`src/hw/rtl/base64_stream_codec_core_defines.svh`:
```
// Assertion macros shared by the codec RTL.
// All checks are sampled on the rising clock edge.
// All checks are disabled while the synchronous reset is held.
`ifndef BASE64_STREAM_CODEC_CORE_DEFINES_SVH
`define BASE64_STREAM_CODEC_CORE_DEFINES_SVH

// Property that must hold whenever reset is released.
`define B64SC_ASSERT(label, prop, msg) \
    label: assert property (@(posedge i_clk) disable iff (!i_rst_n) prop) else $error(msg);

// Condition that must never be true.
`define B64SC_ASSERT_NEVER(label, cond, msg) \
    label: assert property (@(posedge i_clk) disable iff (!i_rst_n) !(cond)) else $error(msg);

`endif

```
`src/hw/rtl/b64sc_pkg.sv`:
```
`timescale 1ns / 1ps

package b64sc_pkg;

    // Most result words that one input word can produce.
    localparam int MaxResults = 4;
    localparam int CountWidth = $clog2(MaxResults + 1);

    // Mode register values.
    localparam logic ModeEncode = 1'b0;
    localparam logic ModeDecode = 1'b1;

    // Character constants.
    localparam logic [7:0] PadChar = 8'h3D;
    localparam logic [7:0] InvalidCode = 8'hFF;
    localparam logic [7:0] PadCode = 8'h40;

    typedef struct packed {
        logic [7:0] in_byte;
        logic       in_last;
    } t_in_word;

    typedef struct packed {
        logic [7:0] out_byte;
        logic       out_error;
        logic       out_last;
    } t_out_word;

    // Codec state carried from word to word.
    typedef struct packed {
        logic [1:0] group_phase;
        logic [5:0] carry_bits;
        logic       error_seen;
        logic       padding_seen;
    } t_codec_state;

    // Results of one input word, handed to the output stage.
    typedef struct packed {
        logic [CountWidth-1:0]           count;
        t_out_word [MaxResults-1:0]      words;
    } t_result_group;

    // Six-bit value to alphabet character.
    function automatic logic [7:0] b64_symbol(input logic [5:0] v);
        logic [7:0] c;
        begin
            if (v < 6'd26) begin
                c = 8'h41 + {2'b00, v};
            end else if (v < 6'd52) begin
                c = 8'h61 + {2'b00, v} - 8'd26;
            end else if (v < 6'd62) begin
                c = 8'h30 + {2'b00, v} - 8'd52;
            end else if (v == 6'd62) begin
                c = 8'h2B;
            end else begin
                c = 8'h2F;
            end
            return c;
        end
    endfunction

    // Character to six-bit value, pad code or invalid code.
    function automatic logic [7:0] b64_char_value(input logic [7:0] c);
        logic [7:0] v;
        begin
            if (c >= 8'h41 && c <= 8'h5A) begin
                v = c - 8'h41;
            end else if (c >= 8'h61 && c <= 8'h7A) begin
                v = c - 8'h61 + 8'd26;
            end else if (c >= 8'h30 && c <= 8'h39) begin
                v = c - 8'h30 + 8'd52;
            end else if (c == 8'h2B) begin
                v = 8'd62;
            end else if (c == 8'h2F) begin
                v = 8'd63;
            end else if (c == PadChar) begin
                v = PadCode;
            end else begin
                v = InvalidCode;
            end
            return v;
        end
    endfunction

endpackage

```
`src/hw/rtl/b64sc_step.sv`:
```
`timescale 1ns / 1ps

module b64sc_step
    import b64sc_pkg::*;
(
    input  logic          i_mode,
    input  t_codec_state  i_state,
    input  t_in_word      i_word,
    output t_codec_state  o_state,
    output t_result_group o_group
);

    logic [7:0]          b;
    logic [7:0]          v;
    logic [1:0]          ph;
    logic [5:0]          c;
    t_codec_state        ns;
    t_out_word [MaxResults-1:0] w;
    logic [CountWidth-1:0] n;

    assign b  = i_word.in_byte;
    assign v  = b64_char_value(b);
    assign ph = i_state.group_phase;
    assign c  = i_state.carry_bits;

    // One codec step: next state and up to four result words.
    always_comb begin
        ns = i_state;
        w  = '0;
        n  = '0;
        if (i_mode == ModeEncode) begin
            case (ph)
                2'd1: begin
                    w[0].out_byte = b64_symbol(c | {2'b00, b[7:4]});
                    ns.carry_bits = {b[3:0], 2'b00};
                    ns.group_phase = 2'd2;
                    n = CountWidth'(1);
                end
                2'd2: begin
                    w[0].out_byte = b64_symbol(c | {4'b0000, b[7:6]});
                    w[1].out_byte = b64_symbol(b[5:0]);
                    ns.carry_bits = '0;
                    ns.group_phase = 2'd0;
                    n = CountWidth'(2);
                end
                default: begin
                    w[0].out_byte = b64_symbol(b[7:2]);
                    ns.carry_bits = {b[1:0], 4'b0000};
                    ns.group_phase = 2'd1;
                    n = CountWidth'(1);
                end
            endcase
            // Flush leftover bits and pad the message to whole groups.
            if (i_word.in_last) begin
                if (ns.group_phase == 2'd1) begin
                    w[1].out_byte = b64_symbol(ns.carry_bits);
                    w[2].out_byte = PadChar;
                    w[3].out_byte = PadChar;
                    n = CountWidth'(4);
                end else if (ns.group_phase == 2'd2) begin
                    w[1].out_byte = b64_symbol(ns.carry_bits);
                    w[2].out_byte = PadChar;
                    n = CountWidth'(3);
                end
                for (int k = 0; k < MaxResults; k++) begin
                    if (n == CountWidth'(k + 1)) begin
                        w[k].out_last = 1'b1;
                    end
                end
                ns = '0;
            end
        end else begin
            if (!i_state.error_seen) begin
                if (v == InvalidCode) begin
                    ns.error_seen = 1'b1;
                end else if (v == PadCode) begin
                    // Padding is only legal in the last two places of a group.
                    if (ph < 2'd2) begin
                        ns.error_seen = 1'b1;
                    end else begin
                        ns.padding_seen = 1'b1;
                        ns.group_phase = ph + 2'd1;
                    end
                end else if (i_state.padding_seen) begin
                    ns.error_seen = 1'b1;
                end else begin
                    case (ph)
                        2'd0: begin
                            ns.carry_bits = v[5:0];
                        end
                        2'd1: begin
                            w[0].out_byte = {c, v[5:4]};
                            ns.carry_bits = {2'b00, v[3:0]};
                            n = CountWidth'(1);
                        end
                        2'd2: begin
                            w[0].out_byte = {c[3:0], v[5:2]};
                            ns.carry_bits = {4'b0000, v[1:0]};
                            n = CountWidth'(1);
                        end
                        default: begin
                            w[0].out_byte = {c[1:0], v[5:0]};
                            ns.carry_bits = '0;
                            n = CountWidth'(1);
                        end
                    endcase
                    ns.group_phase = ph + 2'd1;
                end
            end
            // The final word always closes with exactly one last result.
            if (i_word.in_last) begin
                if (ns.error_seen || ns.group_phase != 2'd0) begin
                    w = '0;
                    w[0].out_error = 1'b1;
                    w[0].out_last = 1'b1;
                end else begin
                    w[0].out_last = 1'b1;
                end
                n = CountWidth'(1);
                ns = '0;
            end
        end
    end

    assign o_state       = ns;
    assign o_group.count = n;
    assign o_group.words = w;

endmodule

```
`src/hw/rtl/b64sc_emit.sv`:
```
`timescale 1ns / 1ps

`include "base64_stream_codec_core_defines.svh"

module b64sc_emit
    import b64sc_pkg::*;
(
    input  logic          i_clk,
    input  logic          i_rst_n,
    input  logic          i_load,
    input  t_result_group i_group,
    output logic          o_free,
    output logic          o_out_valid,
    output t_out_word     o_out_word,
    input  logic          i_out_stall
);

    localparam int IdxWidth = $clog2(MaxResults);

    t_out_word [MaxResults-1:0] r_words;
    logic [CountWidth-1:0]      r_cnt;
    logic [IdxWidth-1:0]        r_idx;
    logic                       take;

    assign o_out_valid = (r_cnt != '0);
    assign o_out_word  = r_words[r_idx];
    assign take        = o_out_valid && !i_out_stall;

    // The group register can be refilled once its final word leaves.
    assign o_free = (r_cnt == '0) || (r_cnt == CountWidth'(1) && take);

    // Result group register, drained one word per cycle while the output is not stalled.
    always_ff @(posedge i_clk) begin
        if (!i_rst_n) begin
            r_cnt <= '0;
            r_idx <= '0;
        end else if (i_load && o_free) begin
            r_cnt <= i_group.count;
            r_idx <= '0;
        end else if (take) begin
            r_cnt <= r_cnt - CountWidth'(1);
            r_idx <= r_idx + IdxWidth'(1);
        end
    end

    always_ff @(posedge i_clk) begin
        if (i_load && o_free) begin
            r_words <= i_group.words;
        end
    end

    `B64SC_ASSERT_NEVER(a_cnt_range, r_cnt > CountWidth'(MaxResults), "result count overflow")
    `B64SC_ASSERT(a_last_ends_group, (o_out_valid && o_out_word.out_last) |-> (r_cnt == CountWidth'(1)), "last flag before end of group")
    `B64SC_ASSERT(a_hold_on_stall, (o_out_valid && i_out_stall) |=> ($stable(r_idx) && $stable(r_cnt)), "group advanced while stalled")
    `B64SC_ASSERT(a_load_when_free, i_load |-> o_free, "group loaded over pending words")

endmodule

```
`src/hw/rtl/base64_stream_codec_core.sv`:
```
`timescale 1ns / 1ps

// Streaming Base64 codec (standard alphabet, '=' padding). Words enter an input
// register at up to one per cycle while the input is not stalled; one step of
// combinational logic turns the registered word into a group of zero to four
// result words, which a group register then sends out at one word per cycle
// while the output is not stalled. The output sets the rate: a word waits in
// the input register until the group register has sent out the previous
// group, and the input stalls meanwhile. The mode register (0 encode, 1
// decode) is to be written by the user through the configuration channel only
// while the codec is idle; the block does not enforce this. A write also
// clears the message state.
module base64_stream_codec_core
    import b64sc_pkg::*;
(
    input  logic      i_clk,
    input  logic      i_rst_n,
    input  logic      i_cfg_valid,
    output logic      o_cfg_ready,
    input  logic      i_cfg_data,
    input  logic      i_in_valid,
    output logic      o_in_stall,
    input  t_in_word  i_in_word,
    output logic      o_out_valid,
    input  logic      i_out_stall,
    output t_out_word o_out_word
);

    logic          r_mode;
    t_codec_state  r_state;
    logic          r_in_valid;
    t_in_word      r_in_word;
    t_codec_state  n_state;
    t_result_group step_group;
    logic          emit_free;
    logic          advance;
    logic          in_take;

    assign o_cfg_ready = 1'b1;
    assign advance     = r_in_valid && emit_free;
    assign o_in_stall  = r_in_valid && !emit_free;
    assign in_take     = i_in_valid && !o_in_stall;

    // Mode register and codec state; state moves as each word is processed and clears on a mode write.
    always_ff @(posedge i_clk) begin
        if (!i_rst_n) begin
            r_mode  <= ModeEncode;
            r_state <= '0;
        end else if (i_cfg_valid && o_cfg_ready) begin
            r_mode  <= i_cfg_data;
            r_state <= '0;
        end else if (advance) begin
            r_state <= n_state;
        end
    end

    // Input register.
    always_ff @(posedge i_clk) begin
        if (!i_rst_n) begin
            r_in_valid <= 1'b0;
        end else if (in_take) begin
            r_in_valid <= 1'b1;
        end else if (advance) begin
            r_in_valid <= 1'b0;
        end
    end

    always_ff @(posedge i_clk) begin
        if (in_take) begin
            r_in_word <= i_in_word;
        end
    end

    b64sc_step u_step (
        .i_mode  (r_mode),
        .i_state (r_state),
        .i_word  (r_in_word),
        .o_state (n_state),
        .o_group (step_group)
    );

    b64sc_emit u_emit (
        .i_clk       (i_clk),
        .i_rst_n     (i_rst_n),
        .i_load      (advance),
        .i_group     (step_group),
        .o_free      (emit_free),
        .o_out_valid (o_out_valid),
        .o_out_word  (o_out_word),
        .i_out_stall (i_out_stall)
    );

endmodule
```
`config.mk`:
```
export PLATFORM = sky130hd
export DESIGN_NAME = base64_stream_codec_core
export DESIGN_NICKNAME = d
export VERILOG_FILES = /design/src/hw/rtl/b64sc_pkg.sv /design/src/hw/rtl/b64sc_step.sv /design/src/hw/rtl/b64sc_emit.sv /design/src/hw/rtl/base64_stream_codec_core.sv
export VERILOG_INCLUDE_DIRS = /design/src /design/src/hw/rtl
export SDC_FILE = /design/constraint.sdc
export NUM_CORES = 1
export LEC_CHECK = 0
export BUFFER_PORTS_ARGS = -buffer_cell sky130_fd_sc_hd__buf_2
export CAP_MARGIN = 30
export CORE_UTILIZATION = 60
export DETAILED_ROUTE_END_ITERATION = 12
export PLACE_DENSITY = 0.79
export SYNTH_ARGS = -nofsm -noshare
export SYNTH_HDL_FRONTEND = slang
export SYNTH_SLANG_ARGS = --single-unit
```
`constraint.sdc`:
```
create_clock -name i_clk -period 5.05 [get_ports i_clk]
set_input_delay 0.2525 -clock i_clk [delete_from_list [all_inputs] [get_ports i_clk]]
set_output_delay 0.2525 -clock i_clk [all_outputs]
set_load 0.02 [all_outputs]
```
* Word-level counts from Yosys, hierarchy flattened
Cells that the tools add are included.
** Word-level totals
- Bits in registers :: 66
- Input bits :: 15
- Logic and storage cells :: 228
** Cells by class
- $add $sub $neg :: 33
- Order comparisons :: 23
- Eq/ne operators :: 26
- Multiplexer cells :: 93
- Bitwise gates (word level) :: 3
- Reductions and logical operators :: 28
** Operators by type and width (number)
- two-way mux 8 bit :: 34
- adder 7 x 6 -> 8 bit, first input constant :: 10
- two-way mux 10 bit :: 7
- < comparator 6 bit, second input constant :: 10
- two-way mux 9 bit :: 6
- two-way mux 3 bit :: 17
- subtractor 8 x 6 -> 8 bit, second input constant :: 6
- subtractor 8 x 5 -> 8 bit, second input constant :: 5
- adder 6 x 6 -> 7 bit, first input constant :: 5
- case mux 8 bit (2 select lines) :: 2
- equality test 6 bit, second input constant :: 5
- < comparator 6 x 5 -> 1 bit, second input constant :: 5
- equality test 8 x 6 -> 1 bit, second input constant :: 3
- case mux 8 bit (3 select lines) :: 1
- binary-select mux 10 bit (select 2 bit) :: 1
- two-way mux 6 bit :: 3
- case mux 6 bit (3 select lines) :: 1
- two-way mux 1 bit :: 17
- greater-or-equal comparator 8 x 7 -> 1 bit, second input constant :: 2
- less-or-equal comparator 8 x 7 -> 1 bit, second input constant :: 2
- subtractor 8 x 7 -> 8 bit, second input constant :: 2
- nonzero test 2 bit :: 5
- logical AND 1 bit :: 9
- adder 8 x 5 -> 8 bit, second input constant :: 1
- 31 further kinds :: 47

* Longest topological paths before layout
- Word-level depth :: 18
- Mapped depth :: 16

* Hierarchy
From an unflattened synthesis, not the netlist that was laid out.
** Unflattened totals
- Cells, all modules :: 680
- Area, all modules :: 5978.2 um2
** By module, submodules not included
- b64sc_step :: times used 1, cells an instance 528, area each 3362.0 um2, sequential area each 0.0 um2
- b64sc_emit :: times used 1, cells an instance 87, area each 1762.9 um2, sequential area each 1301.2 um2
- base64_stream_codec_core :: times used 1, cells an instance 65, area each 853.3 um2, sequential area each 510.5 um2

* Least setup slack after synthesis
No wires, ideal clock.
- Path kind :: register to register
- Start point :: register r_in_word[4] in the netlist's numbering
- End point :: register u_emit.r_words[6] in the netlist's numbering, data pin
- Data arrival time :: 3.252 ns
- Required time :: 4.779 ns
- Setup slack :: 1.527 ns
- Stages on the path, launching flop included :: 16
- Path buffers :: 3
- Clock period less this slack :: 3.523 ns
- Cells stage by stage :: edfxtp_1 clkbuf_1 inv_1 ha_1 buf_2 nand3b_1 a41o_1 and3_4 buf_6 a211oi_2 a2bb2oi_2 nand4b_1 o41a_4 nand2_2 a2111o_2 o22ai_1
** RTL lines
- from (decl) :: RTL line base64_stream_codec_core.sv:32 : t_in_word r_in_word;
- from (signal assigned) :: RTL line base64_stream_codec_core.sv:70 : r_in_word <= i_in_word;
- to (signal assigned) :: RTL line b64sc_emit.sv:48 : r_words <= i_group.words;
- to (decl) :: RTL line b64sc_emit.sv:20 : t_out_word [MaxResults-1:0] r_words;

* Worst setup path after layout
- Start point :: register r_in_word[6] in the netlist's numbering
- End point :: register r_state[4] in the netlist's numbering
** On the way
- Longest elaborated chain between the ends :: 15
- Elaborated cells between the ends (all ways) :: 36
** Ends and longest elaborated chain
- branches (longest 6 deep; another with subtractor 8 x 6 -> 8 bit)
- two-way mux 8 bit * :: RTL line b64sc_pkg.sv:66 : if (c >= 8'h41 && c <= 8'h5A) begin
- case mux 6 bit (3 select lines) :: RTL line b64sc_step.sv:87 : case (ph)
- two-way mux 8 bit :: RTL line b64sc_step.sv:84 : end else if (i_state.padding_seen) begin
- two-way mux 6 bit :: RTL line b64sc_step.sv:76 : end else if (v == PadCode) begin
- two-way mux 8 bit :: RTL line b64sc_step.sv:74 : if (v == InvalidCode) begin
- two-way mux 10 bit :: RTL line b64sc_step.sv:73 : if (!i_state.error_seen) begin
- two-way mux 10 bit :: RTL line b64sc_step.sv:31 : if (i_mode == ModeEncode) begin
- two-way mux 10 bit :: RTL line b64sc_step.sv:111 : if (i_word.in_last) begin
- two-way mux 10 bit :: RTL line b64sc_step.sv:31
- to (signal assigned) :: RTL line base64_stream_codec_core.sv:53 : r_state <= n_state;
- to (decl) :: RTL line base64_stream_codec_core.sv:30 : t_codec_state r_state;
Mark *: on every way between the ends. The select of a mux whose other input is x is not followed.
A chain may end at the register's enable or synchronous reset.

==> impl_metrics.csv <==
group,metric,value,unit
worst_hold_path,timing.hold.worst_path_depth,1,
clocking,postCtsResizedCells,0,
worst_setup_path,worst_reg2reg_startpoint,"r_in_word[6]",
floorplanning,die_height,98.9,um
finish,num-nets-final,767,
global_route,largest_net_degree_at_the_start_of_global_routing,31,
yosys,primary_flip_flop_cell_chosen_by_synthesis_mapping,"edfxtp_1",
sta,max_slew.worst_pin.slew,1040,ps
clocking,cts_root_buf,"clkbuf_8",
worst_hold_path,hold_end,"r_in_word[1]",
route,postRouteWirelength,16.2,mm
sta,max_slew_margin,0.302,
place,place.gp.congestion,1.01,
yosys,portion_of_synthesized_cell_area_occupied_by_the_leading_cell_type,0.165,
floorplanning,dieArea,9780,um2
route,route.detailed.drc,0,
run,maxCapViolations,0,
global_route,antenna_found_initial,0,
route,detail_route.iter0.violations,533,
worst_setup_path,reg2reg_setup_slack,670,ps
yosys,ys_seq_area_frac,0.226,
pwr,power-per-cell-area,346,nW/um2
worst_setup_path,critical_path.startpoint,"r_in_word[6]",
sta,period_minus_slack,4380,ps
floorplanning,die_extent_in_x,98.9,um
worst_setup_path,worstRegToRegCells,11,
yosys,netlist_area,5640,um2
yosys,synth.largest_area_cell,"edfxtp_1",
clocking,cts_hold_repair.buffers,0,
pwr,power.ir.vdd_worst,0.000192,V
worst_setup_path,timing_worst_setup_path_type,"flop to flop",
route,vias,5531,
worst_setup_path,cp_slowest_stage_delay,920,ps
clocking,post_cts.repair.setup_buffers,0,
yosys,synthesis.yosys.warnings,0,
place,buffer_ports.inserted,26,
global_route,via_count_of_the_first_global_routing_pass,5134,
finish,area_growth,4.06,%
yosys,synth.lib_cells_used.distinct,94,
yosys,synthArstFlopShare,0,
route,wire_per_inst,19.9,um
yosys,synthesis.nets,775,
sta,maxSlewViolCount,0,
yosys,synth_enable_flop_cells,31,
pwr,p_sw_frac,0.464,
pwr,intPower,1.09,mW
worst_setup_path,worst_ep_required_time,5270,ps
global_route,grt_first_pass_wirelength,26.1,mm
worst_setup_path,path_max_fanout,19,
yosys,synth.ff_latch_count,48,
sta,finClkSkew,16.9,ps
sta,setup_repair_after_global_routing_missed_its_margin,"no",
clocking,worst_skew_pair.late_latency,320,ps
finish,drive_gt1_frac,0.109,
finish,antenna_cells_inserted,0,
pwr,p_leak,2.20,nW
worst_setup_path,crit-reg2reg-capture,"r_state[4]",
worst_setup_path,critical_path_arrival,4600,ps
sta,min_period_over_period,0.867,
global_route,grt.overflow.total,0,
pwr,clkPwrFrac,0.164,
worst_setup_path,cpMaxStageDelayCell,"o41ai_2",
worst_setup_path,endpoint_kind,"flop",
sta,fin_setup_tns,0,ps
worst_setup_path,critPathLaunchType,"flop",
clocking,cts_tree,"built",
clocking,clock_path_buffers,2,
place,place_hpwl,12.3,mm
clocking,cts_sinks,48,
floorplanning,io_pins,28,
floorplanning,initial_core_utilization,0.634,
clocking,cts_inserted_buffers,5,
pwr,switching_power,941,uW
status,status,"completed",
worst_setup_path,critical_path.cell_chain,"clkinv_1 -> ha_1 -> a21oi_4 -> o211a_4 -> nor2_2 -> o211ai_1 -> nand4b_1 -> o41ai_1 -> o41ai_2 -> o221ai_1 -> o211a_1",
yosys,syn_avg_cell_area,7.90,um2
worst_hold_path,hold_path_startpoint,"i_in_word[1]",
worst_setup_path,timing.critical_path.buf_inv,1,
route,vias_per_cell,6.79,
pwr,share_comb_of_total_power,0.540,
sta,hold_ws,98.2,ps
clocking,path_clk_slew,110,ps
route,drtAntennaViolNets,0,
clocking,cts-htree-levels,2,
pwr,sequentialPowerShare,0.296,
worst_setup_path,critical_path.top_delay_family,"compound AO/OA/AOI/OAI gates",
sta,clock.fmax,0.229,GHz
worst_hold_path,hold_class,"input port to flop",
yosys,post_synthesis_instance_total,713,
sta,hold_viol,0,
yosys,synth.area.top_cells,"edfxtp_1 17%, ha_1 10%, dfxtp_1 6.0%",
global_route,globalRouteTotalUtil,0.336,
sta,setup_viol_count_final,0,
floorplanning,floorplan.rows,34,
floorplanning,placeableCoreArea,8890,um2
route,drt_pre_antenna_iters,6,
cell usage after synthesis (all sizes together), types with 9 or more instances:
cell type / n
nor2: 64
clkbuf: 33
nand2: 65
a31oi: 9
edfxtp: 31
nand4: 9
o21ai: 54
nand2b: 9
inv: 42
nand3: 30
a211oi: 11
o211ai: 20
buf: 15
nor2b: 13
nor3: 19
ha: 47
dfxtp: 17
a22oi: 9
a21oi: 51
mux2i: 11
xnor2: 23
state kept, by name (all words and copies together) (netlist names):
name            count
u_emit.r_words     22
r_state            10
r_in_word           9
u_emit.r_cnt        3
u_emit.r_idx        2
r_in_valid          1
r_mode              1
worst register-to-register path: stages (launching register included):
cell	delay (ps)
edfxtp_1	620
clkinv_1	410
ha_1	350
a21oi_4	420
o211a_4	360
nor2_2	100
o211ai_1	320
nand4b_1	200
o41ai_1	120
o41ai_2	920
o221ai_1	280
o211a_1	180
layer usage:
metal | up-vias | GRT usage | part of all wire
met5 | - | 0 | 0
met2 | 310 | 0.548 | 0.46
met4 | 0 | 0.115 | 0.031
li1 | 2621 | - | -
met1 | 2551 | 0.455 | 0.42
met3 | 49 | 0.0518 | 0.090
worst max-delay path by stage:
stage / cells past startpoint / slack (ps) / endpoint
final: 11 / 670 / r_state[4]
after global routing: 11 / 310 / r_state[5]
after CTS: 11 / 750 / r_state[5]
after detailed placement: 11 / 780 / r_state[5]
after global placement: 11 / 910 / r_state[5]
after floorplan: 15 / 1530 / u_emit.r_words[6]
cells in the final DEF (no fill, tap or decap), types with 8 or more instances in the layout:
| master | n |
|---|---|
| o211ai_1 | 17 |
| nand2_1 | 64 |
| inv_1 | 41 |
| edfxtp_1 | 31 |
| mux2i_1 | 11 |
| o22ai_1 | 8 |
| xnor2_1 | 23 |
| nand3_1 | 30 |
| nor3_1 | 18 |
| nor2_1 | 62 |
| a21oi_1 | 50 |
| a22oi_1 | 8 |
| ha_1 | 47 |
| a31oi_1 | 8 |
| nand2b_1 | 9 |
| o21ai_0 | 50 |
| nand4_1 | 9 |
| buf_2 | 26 |
| dfxtp_1 | 17 |
| a211oi_1 | 10 |
| nor2b_1 | 12 |
cell families (layout without fill, tap and decap cells):
kind of cell             count (synthesis)  in the layout  share of synthesized area
flip-flops                              48             48                      0.226
other                                    1              1                   0.000665
adder cells (fa/ha/maj)                 47             47                      0.104
AO/OA/AOI/OAI                          241            241                      0.312
buffers and inverters                   92             85                     0.0704
XOR/XNOR                                29             29                     0.0451
multiplexers                            12             12                     0.0235
AND/OR/NAND/NOR                        243            243                      0.218
stage by stage:
step	area [um2]	utilization	worst slack [ps]	cells	power, mW
2_1_floorplan	5640	-	1530	713	1.41
3_5_place_dp	5730	0.645	776	806	1.68
4_1_cts	5860	0.660	747	814	2.01
5_1_grt	5860	0.660	311	814	2.15
3_3_place_gp	5730	0.645	906	806	1.65
6_report	5860	0.660	674	814	2.03
power by group through the flow:
stage	clock network, mW	registers [mW]	logic (mW)
after floorplan	0	0.549	0.861
after global placement	0	0.603	1.05
after detailed placement	0	0.608	1.07
after CTS	0.333	0.598	1.08
after global routing	0.346	0.612	1.20
final	0.332	0.600	1.10
area by class of cell:
cell class	count	area [um2]
tap	108	135
clock buffer	6	93.8
multi-input combinational	573	3980
inverter	44	168
fill	732	3030
timing repair buffer	33	183
sequential	48	1270
clock inverter	2	38.8
Power figures use the tool's default switching activity.
